--- src/sv/imusfd_pkg.sv ---
// Package for the IMU serial frame decoder: frame codes, scale factors and the
// item types that move between the front end, the scaling back end and the queues.
// Depends on nothing.
package imusfd_pkg;

	localparam int BYTE_W  = 8;
	localparam int RAW_W   = 16;
	localparam int AXIS_W  = 20;
	localparam int SCALE_W = 20;
	localparam int CNT_W   = 4;
	localparam int PROD_W  = RAW_W + SCALE_W + 1;
	localparam int FRAC_SHIFT = 15;
	localparam int DATA_BYTES = 6;
	localparam int DATA_FIRST = 2;

	localparam logic [BYTE_W-1:0] HDR_BYTE = 8'h55;
	localparam logic [BYTE_W-1:0] TYPE_ACC = 8'h51;
	localparam logic [BYTE_W-1:0] TYPE_GYR = 8'h52;
	localparam logic [BYTE_W-1:0] TYPE_ANG = 8'h53;

	localparam logic [SCALE_W-1:0] SCALE_ACC = 20'd40141;
	localparam logic [SCALE_W-1:0] SCALE_GYR = 20'd512000;
	localparam logic [SCALE_W-1:0] SCALE_ANG = 20'd46080;

	typedef enum logic [1:0] {
		KIND_ACC = 2'd0,
		KIND_GYR = 2'd1,
		KIND_ANG = 2'd2
	} kind_t;

	typedef struct packed {
		kind_t                   kind;
		logic signed [RAW_W-1:0] raw_x;
		logic signed [RAW_W-1:0] raw_y;
		logic signed [RAW_W-1:0] raw_z;
	} imusfd_item_t;

	typedef struct packed {
		kind_t                    kind;
		logic signed [AXIS_W-1:0] axis_x;
		logic signed [AXIS_W-1:0] axis_y;
		logic signed [AXIS_W-1:0] axis_z;
	} imusfd_result_t;

endpackage

--- src/sv/imusfd_fifo.sv ---
// Small generic first-in first-out queue with a show-ahead head entry.
// Depends on nothing; used for the decoded-frame queue and the result queue.
module imusfd_fifo #(
	parameter int WIDTH = 8,
	parameter int DEPTH = 4
) (
	input  logic             clk,
	input  logic             arst_n,
	input  logic             push,
	input  logic [WIDTH-1:0] wdata,
	output logic             full,
	input  logic             pop,
	output logic [WIDTH-1:0] rdata,
	output logic             empty
);

	localparam int AW = (DEPTH > 1) ? $clog2(DEPTH) : 1;
	localparam int CW = $clog2(DEPTH + 1);

	logic [WIDTH-1:0] mem_q [DEPTH];
	logic [AW-1:0]    wr_ptr_q;
	logic [AW-1:0]    rd_ptr_q;
	logic [CW-1:0]    count_q;
	logic             do_push;
	logic             do_pop;

	assign full    = (count_q == CW'(DEPTH));
	assign empty   = (count_q == '0);
	assign do_push = push && !full;
	assign do_pop  = pop && !empty;
	assign rdata   = mem_q[rd_ptr_q];

	always_ff @(posedge clk or negedge arst_n) begin
		if (!arst_n) begin
			wr_ptr_q <= '0;
			rd_ptr_q <= '0;
			count_q  <= '0;
		end else begin
			if (do_push) begin
				wr_ptr_q <= (wr_ptr_q == AW'(DEPTH - 1)) ? '0 : wr_ptr_q + 1'b1;
			end
			if (do_pop) begin
				rd_ptr_q <= (rd_ptr_q == AW'(DEPTH - 1)) ? '0 : rd_ptr_q + 1'b1;
			end
			if (do_push && !do_pop) begin
				count_q <= count_q + 1'b1;
			end else if (do_pop && !do_push) begin
				count_q <= count_q - 1'b1;
			end
		end
	end

	always_ff @(posedge clk) begin
		if (do_push) begin
			mem_q[wr_ptr_q] <= wdata;
		end
	end

endmodule

--- src/sv/imusfd_front.sv ---
// Front end: hunts for the frame header, collects frame bytes and classifies
// complete frames by type. Depends on imusfd_pkg.
module imusfd_front
	import imusfd_pkg::*;
#(
	parameter int FRAME_LEN = 11
) (
	input  logic               clk,
	input  logic               arst_n,
	input  logic               accept,
	input  logic [BYTE_W-1:0]  rx_byte,
	output logic               item_push,
	output imusfd_item_t       item
);

	localparam logic [CNT_W-1:0] LAST_POS = CNT_W'(FRAME_LEN - 1);

	logic [CNT_W-1:0]  count_q;
	logic [BYTE_W-1:0] type_q;
	logic [BYTE_W-1:0] data_q [DATA_BYTES];
	logic [BYTE_W-1:0] data_now [DATA_BYTES];
	logic              type_known;
	kind_t             kind;

	// The final byte may itself carry data when frames are short, so the
	// current byte is forwarded into its data slot.
	always_comb begin
		for (int i = 0; i < DATA_BYTES; i++) begin
			data_now[i] = (count_q == CNT_W'(i + DATA_FIRST)) ? rx_byte : data_q[i];
		end
	end

	always_comb begin
		type_known = 1'b1;
		kind       = KIND_ACC;
		case (type_q)
			TYPE_ACC: kind = KIND_ACC;
			TYPE_GYR: kind = KIND_GYR;
			TYPE_ANG: kind = KIND_ANG;
			default:  type_known = 1'b0;
		endcase
	end

	assign item_push  = accept && (count_q == LAST_POS) && type_known;
	assign item.kind  = kind;
	assign item.raw_x = $signed({data_now[1], data_now[0]});
	assign item.raw_y = $signed({data_now[3], data_now[2]});
	assign item.raw_z = $signed({data_now[5], data_now[4]});

	always_ff @(posedge clk or negedge arst_n) begin
		if (!arst_n) begin
			count_q <= '0;
		end else if (accept) begin
			if (count_q == '0) begin
				if (rx_byte == HDR_BYTE) begin
					count_q <= CNT_W'(1);
				end
			end else if (count_q == LAST_POS) begin
				count_q <= '0;
			end else begin
				count_q <= count_q + 1'b1;
			end
		end
	end

	always_ff @(posedge clk) begin
		if (accept) begin
			if (count_q == CNT_W'(1)) begin
				type_q <= rx_byte;
			end
			for (int i = 0; i < DATA_BYTES; i++) begin
				if (count_q == CNT_W'(i + DATA_FIRST)) begin
					data_q[i] <= rx_byte;
				end
			end
		end
	end

endmodule

--- src/sv/imusfd_back.sv ---
// Back end: takes classified frames from the queue, multiplies each raw axis by
// its type's scale and drops 15 fraction bits. Depends on imusfd_pkg.
module imusfd_back
	import imusfd_pkg::*;
(
	input  logic           clk,
	input  logic           arst_n,
	input  imusfd_item_t   item,
	input  logic           item_empty,
	output logic           item_pop,
	output logic           res_push,
	output imusfd_result_t res,
	input  logic           res_full
);

	logic [SCALE_W-1:0]       scale;
	logic                     valid_s1;
	kind_t                    kind_s1;
	logic signed [PROD_W-1:0] prod_x_s1;
	logic signed [PROD_W-1:0] prod_y_s1;
	logic signed [PROD_W-1:0] prod_z_s1;
	logic signed [SCALE_W:0]  scale_s;
	logic                     s1_ready;

	always_comb begin
		case (item.kind)
			KIND_ACC: scale = SCALE_ACC;
			KIND_GYR: scale = SCALE_GYR;
			KIND_ANG: scale = SCALE_ANG;
			default:  scale = SCALE_ACC;
		endcase
	end

	assign scale_s  = $signed({1'b0, scale});
	assign res_push = valid_s1 && !res_full;
	assign s1_ready = !valid_s1 || !res_full;
	assign item_pop = !item_empty && s1_ready;

	// An arithmetic shift by 15 rounds toward minus infinity; the result fits 20 bits.
	assign res.kind   = kind_s1;
	assign res.axis_x = prod_x_s1[FRAC_SHIFT +: AXIS_W];
	assign res.axis_y = prod_y_s1[FRAC_SHIFT +: AXIS_W];
	assign res.axis_z = prod_z_s1[FRAC_SHIFT +: AXIS_W];

	always_ff @(posedge clk or negedge arst_n) begin
		if (!arst_n) begin
			valid_s1 <= 1'b0;
		end else if (s1_ready) begin
			valid_s1 <= item_pop;
		end
	end

	always_ff @(posedge clk) begin
		if (item_pop) begin
			kind_s1   <= item.kind;
			prod_x_s1 <= item.raw_x * scale_s;
			prod_y_s1 <= item.raw_y * scale_s;
			prod_z_s1 <= item.raw_z * scale_s;
		end
	end

endmodule

--- src/sv/imu_serial_frame_decoder_core.sv ---
// IMU serial frame decoder: one received byte per cycle in while full is low, one scaled
// result out per frame of a known type. Each result passes through the frame queue, the
// multiply register and the result queue; both queues absorb stalls on the output.
// Reset (arst_n low, asynchronous) empties both queues and restarts the header hunt.
// Depends on imusfd_pkg, imusfd_fifo, imusfd_front and imusfd_back.
module imu_serial_frame_decoder_core
	import imusfd_pkg::*;
#(
	parameter int FRAME_LEN   = 11,
	parameter int QUEUE_DEPTH = 4
) (
	input  logic                     clk,
	input  logic                     arst_n,
	input  logic                     push,
	output logic                     full,
	input  logic [BYTE_W-1:0]        rx_byte,
	output logic                     empty,
	input  logic                     pop,
	output logic [1:0]               kind,
	output logic signed [AXIS_W-1:0] axis_x,
	output logic signed [AXIS_W-1:0] axis_y,
	output logic signed [AXIS_W-1:0] axis_z
);

	localparam int ITEM_W = $bits(imusfd_item_t);
	localparam int RES_W  = $bits(imusfd_result_t);

	// A byte is taken whenever the frame queue has room. Only the last byte of a
	// frame ever pushes into that queue, so checking its full flag is enough.
	logic           accept;
	logic           mid_push;
	logic           mid_full;
	logic           mid_empty;
	logic           mid_pop;
	imusfd_item_t   mid_wdata;
	imusfd_item_t   mid_rdata;
	logic [ITEM_W-1:0] mid_rdata_raw;

	logic           res_push;
	logic           res_full;
	imusfd_result_t res_wdata;
	imusfd_result_t res_rdata;
	logic [RES_W-1:0] res_rdata_raw;

	assign full   = mid_full;
	assign accept = push && !full;

	// The front end follows the frame position and emits a classified frame
	// with its three raw axis values when the last byte of a known type arrives.
	imusfd_front #(
		.FRAME_LEN (FRAME_LEN)
	) u_front (
		.clk       (clk),
		.arst_n    (arst_n),
		.accept    (accept),
		.rx_byte   (rx_byte),
		.item_push (mid_push),
		.item      (mid_wdata)
	);

	// Queue of classified frames between the front end and the scaler.
	imusfd_fifo #(
		.WIDTH (ITEM_W),
		.DEPTH (QUEUE_DEPTH)
	) u_mid_q (
		.clk    (clk),
		.arst_n (arst_n),
		.push   (mid_push),
		.wdata  (mid_wdata),
		.full   (mid_full),
		.pop    (mid_pop),
		.rdata  (mid_rdata_raw),
		.empty  (mid_empty)
	);

	assign mid_rdata = imusfd_item_t'(mid_rdata_raw);

	// The back end holds one multiply stage with three constant-coefficient
	// products, then hands the scaled values to the result queue.
	imusfd_back u_back (
		.clk        (clk),
		.arst_n     (arst_n),
		.item       (mid_rdata),
		.item_empty (mid_empty),
		.item_pop   (mid_pop),
		.res_push   (res_push),
		.res        (res_wdata),
		.res_full   (res_full)
	);

	// Result queue: the oldest result sits on the output ports while empty is low.
	imusfd_fifo #(
		.WIDTH (RES_W),
		.DEPTH (QUEUE_DEPTH)
	) u_res_q (
		.clk    (clk),
		.arst_n (arst_n),
		.push   (res_push),
		.wdata  (res_wdata),
		.full   (res_full),
		.pop    (pop),
		.rdata  (res_rdata_raw),
		.empty  (empty)
	);

	assign res_rdata = imusfd_result_t'(res_rdata_raw);
	assign kind      = res_rdata.kind;
	assign axis_x    = res_rdata.axis_x;
	assign axis_y    = res_rdata.axis_y;
	assign axis_z    = res_rdata.axis_z;

	// A classified frame is never offered to a full frame queue.
	assert property (@(posedge clk) disable iff (!arst_n) mid_push |-> !mid_full)
		else $error("frame pushed into a full frame queue");

	// The scaler never pushes a result into a full result queue.
	assert property (@(posedge clk) disable iff (!arst_n) res_push |-> !res_full)
		else $error("result pushed into a full result queue");

	// The scaler only takes a frame that is present in the queue.
	assert property (@(posedge clk) disable iff (!arst_n) mid_pop |-> !mid_empty)
		else $error("frame popped from an empty frame queue");

endmodule

--- config.mk ---
export PLATFORM = sky130hd
export DESIGN_NAME = imu_serial_frame_decoder_core
export DESIGN_NICKNAME = d
export VERILOG_FILES = /design/src/sv/imusfd_pkg.sv /design/src/sv/imusfd_fifo.sv /design/src/sv/imusfd_front.sv /design/src/sv/imusfd_back.sv /design/src/sv/imu_serial_frame_decoder_core.sv
export SDC_FILE = /design/constraint.sdc
export NUM_CORES = 2
export LEC_CHECK = 0
export ABC_AREA = 0
export BUFFER_PORTS_ARGS = -buffer_cell sky130_fd_sc_hd__clkbuf_2
export CORE_MARGIN = 3
export CORE_UTILIZATION = 32
export CTS_CLUSTER_SIZE = 24
export DETAILED_ROUTE_END_ITERATION = 6
export PLACE_DENSITY = 0.51
export SYNTH_ARGS = -nofsm -noshare
export SYNTH_HDL_FRONTEND = slang
export SYNTH_SLANG_ARGS = --single-unit
--- constraint.sdc ---
create_clock -name clk -period 11.3 [get_ports clk]
set_input_delay 2.26 -clock clk [delete_from_list [all_inputs] [get_ports clk]]
set_output_delay 2.26 -clock clk [all_outputs]
set_load 0.01 [all_outputs]
==> results.json <==
{
  "endpoint_kind": "register",
  "max_stage_delay_ns": 0.87,
  "final_max_slew_viol_count": 0,
  "wl_per_cell_um": 17.2,
  "routabilityCongestion": 0.822,
  "die_x_um": 371,
  "max_freq_ghz": 0.109,
  "setup_tns_ns": 0,
  "hold_viol": 0,
  "synth.distinct_cells": 69,
  "worst_slew_pin_slew_ns": 1.07,
  "dieArea_um2": 138000,
  "arrival_ns": 9.56,
  "worstPathRequired_ns": 11.67,
  "synthFlopType": "edfxtp_1",
  "cts_setup_buffers": 0,
  "num_io_pins": 76,
  "netlist_area_um2": 42600,
  "synth_seq_cells": 585,
  "drc": 0,
  "core_um2": 132000,
  "start_kind": "register",
  "grt_first_pass_wirelength_um": 141000,
  "htreeDepth": 3,
  "vias": 22516,
  "cts_sinks": 585,
  "clkTransAtPathRegs_ns": 0.06,
  "numCtsBuffers": 66,
  "ant_nets": 0,
  "cpMostUsedCell": "fa_1",
  "post_cts_resized": 0,
  "synth_edf_count": 566,
  "vias_per_cell": 4.46,
  "multi_input_area_um2": 22200,
  "syn_avg_cell_area_um2": 13.6,
  "hold_path.class": "reg -> reg",
  "crit_chain": "mux4_2 -> ha_2 -> buf_4 -> and2_1 -> ha_1 -> inv_1 -> fa_1 -> fa_1 -> fa_1 -> inv_1 -> fa_1 -> inv_1 -> fa_1 -> ha_1 -> nand4_1 -> o21ai_0 -> a2111oi_0 -> a211oi_1 -> a31oi_1 -> o31ai_1 -> nor3b_1 -> a31oi_1 -> xnor2_1",
  "cp_slowest_cell": "dfrtp_2",
  "nFillCells": 12768,
  "firstDrtPassIters": 7,
  "numPortBuffers": 75,
  "max-slew-margin-rel": 0.285,
  "fin_crit_ns": 9.19,
  "drv_cap": 0,
  "crit_fanout": 28,
  "grt_remaining_overflow": 0,
  "mostFrequentLayoutCells": "736 x inv_1, 566 x edfxtp_1, 466 x ha_1, 458 x fa_1",
  "postPlaceCellArea_um2": 45200,
  "num_rows": 133,
  "synth_cells": 3141,
  "root_buffer": "clkbuf_16",
  "drive_gt1_frac": 0.119,
  "crit_type": "reg -> reg",
  "grt_usage": 0.132,
  "layout.nets": 4176,
  "start_util": 0.323,
  "clk-insertion-delay-late_ns": 0.65,
  "antenna_found_initial": 8,
  "tritoncts": "done",
  "grt_start_max_net_pins": 65,
  "final_common_cell": "inv_1",
  "finalInstanceArea_um2": 47300,
  "fin_crit_sh": 0.813,
  "clockBufferDepth": 3,
  "finalClockSkew_ns": 0.0311,
  "ys_warn_count": 0,
  "first_global_vias": 24749,
  "drt_wl_total_um": 87000,
  "finalSetupViolCount": 0,
  "seq_area_um2": 17500,
  "dp.final_hpwl_um": 66500,
  "syn_to_final_growth_pct": 11.0,
  "post_cts_hold_buffer_count": 0,
  "status": "complete, no violations",
  "async_reset_ff_frac": 0.0325,
  "grt_setup_unrepaired": "no",
  "initialDrtViolationCount": 967,
  "seq_area_frac_synth": 0.410,
  "die_h_um": 371
}
[cells in the mapped netlist (3+ instances only)]
master	number	area, um^2
dfrtp_1	19	475
o211ai_1	4	30.0
a21oi_1	55	275
a31oi_1	12	75.1
o31ai_1	4	30.0
a21o_1	34	255
and3_1	10	62.6
a31o_2	3	26.3
mux2_2	53	597
buf_1	16	60.1
inv_1	736	2760
a211oi_1	7	52.6
nand3_1	22	110
mux2i_1	3	30.0
nor2b_1	19	119
nand2_1	112	420
nand4_1	5	31.3
fa_1	458	9170
nor3_1	13	65.1
o21ai_0	34	170
and4_1	3	26.3
o21bai_1	10	75.1
xnor2_1	54	473
mux4_2	112	2520
or2_2	6	37.5
ha_1	469	5870
xor2_1	27	236
nor2_1	67	251
clkbuf_1	50	188
edfxtp_1	566	17000
o21a_1	6	45.0
and2_1	77	482
nand2b_1	31	194
[metal layers]
metal  wire [um]  vias to the layer above  share of wire  track usage
met5          34                        -        0.00039            0
met4        1370                        6          0.016       0.0282
met3        3030                       84          0.035       0.0231
met2       40600                      235           0.47        0.212
met1       42000                    11497           0.48        0.187
li1            -                    10694              -            -
[critical path: cells and delay by family (launching register included)]
family	cells	cell delay, ns
adder cells (fa/ha/maj)	8	3.77
AO/OA/AOI/OAI	6	2.04
AND/OR/NAND/NOR	3	0.97
flip-flops	1	0.87
buffers and inverters	4	0.62
multiplexers	1	0.45
XOR/XNOR	1	0.16
[kinds of logic after synthesis]
logic type,share of synthesized area
AOI/OAI and AO/OA,0.0319
xor gates and xnor gates,0.0166
adders and majority gates,0.353
buffers and inverters,0.0710
DFF,0.410
muxes,0.0738
other,0.0000879
and+or+nand+nor,0.0442
[flip-flops by register name (all words and copies together), names as in the netlist, 3 cells and up]
register          flops
u_back.prod_z_s1     20
u_mid_q.mem_q       200
u_back.prod_x_s1     20
u_back.prod_y_s1     20
u_res_q.mem_q       248
u_mid_q.count_q       3
u_front.type_q        8
u_res_q.count_q       3
u_front.data_q       48
u_front.count_q       4
[worst paths after layout]
kind / to / slack (ns) / cells after the start / start
max: u_back.prod_z_s1[34] / 2.11 / 23 / u_mid_q.rd_ptr_q[1]
min: u_mid_q.count_q[2] / 0.49 / 1 / u_mid_q.count_q[2]
max reg2reg: u_back.prod_z_s1[34] / 2.11 / 23 / u_mid_q.rd_ptr_q[1]
min reg2reg: u_mid_q.count_q[2] / 0.49 / 1 / u_mid_q.count_q[2]
max in group asynchronous: u_mid_q.rd_ptr_q[0] / 9.14 / 1 / arst_n
min in group asynchronous: u_mid_q.count_q[1] / 1.65 / 1 / arst_n
[layout make-up]
| type | count | area share |
|---|---|---|
| multi-input combinational | 1754 | 0.469 |
| sequential | 585 | 0.369 |
| inverter | 736 | 0.0584 |
| tap | 1755 | 0.0464 |
| clock buffer | 74 | 0.0360 |
| timing repair buffer | 94 | 0.0109 |
| clock inverter | 42 | 0.00962 |
| antenna | 5 | 0.000264 |
[metrics by stage]
stage          hold slack, ns   util  worst slack (ns)  cells
2_1_floorplan           0.456      -              2.76   3143
3_3_place_gp            0.480  0.342              2.19   4924
3_5_place_dp            0.479  0.342              1.99   4924
4_1_cts                 0.492  0.359              1.98   5040
5_1_grt                 0.511  0.359              1.39   5041
6_report                0.490  0.359              2.11   5045
Power is left out: the tool's default activity adds up to more than one toggle a clock period on the data nets, which glitch-free logic cannot reach.
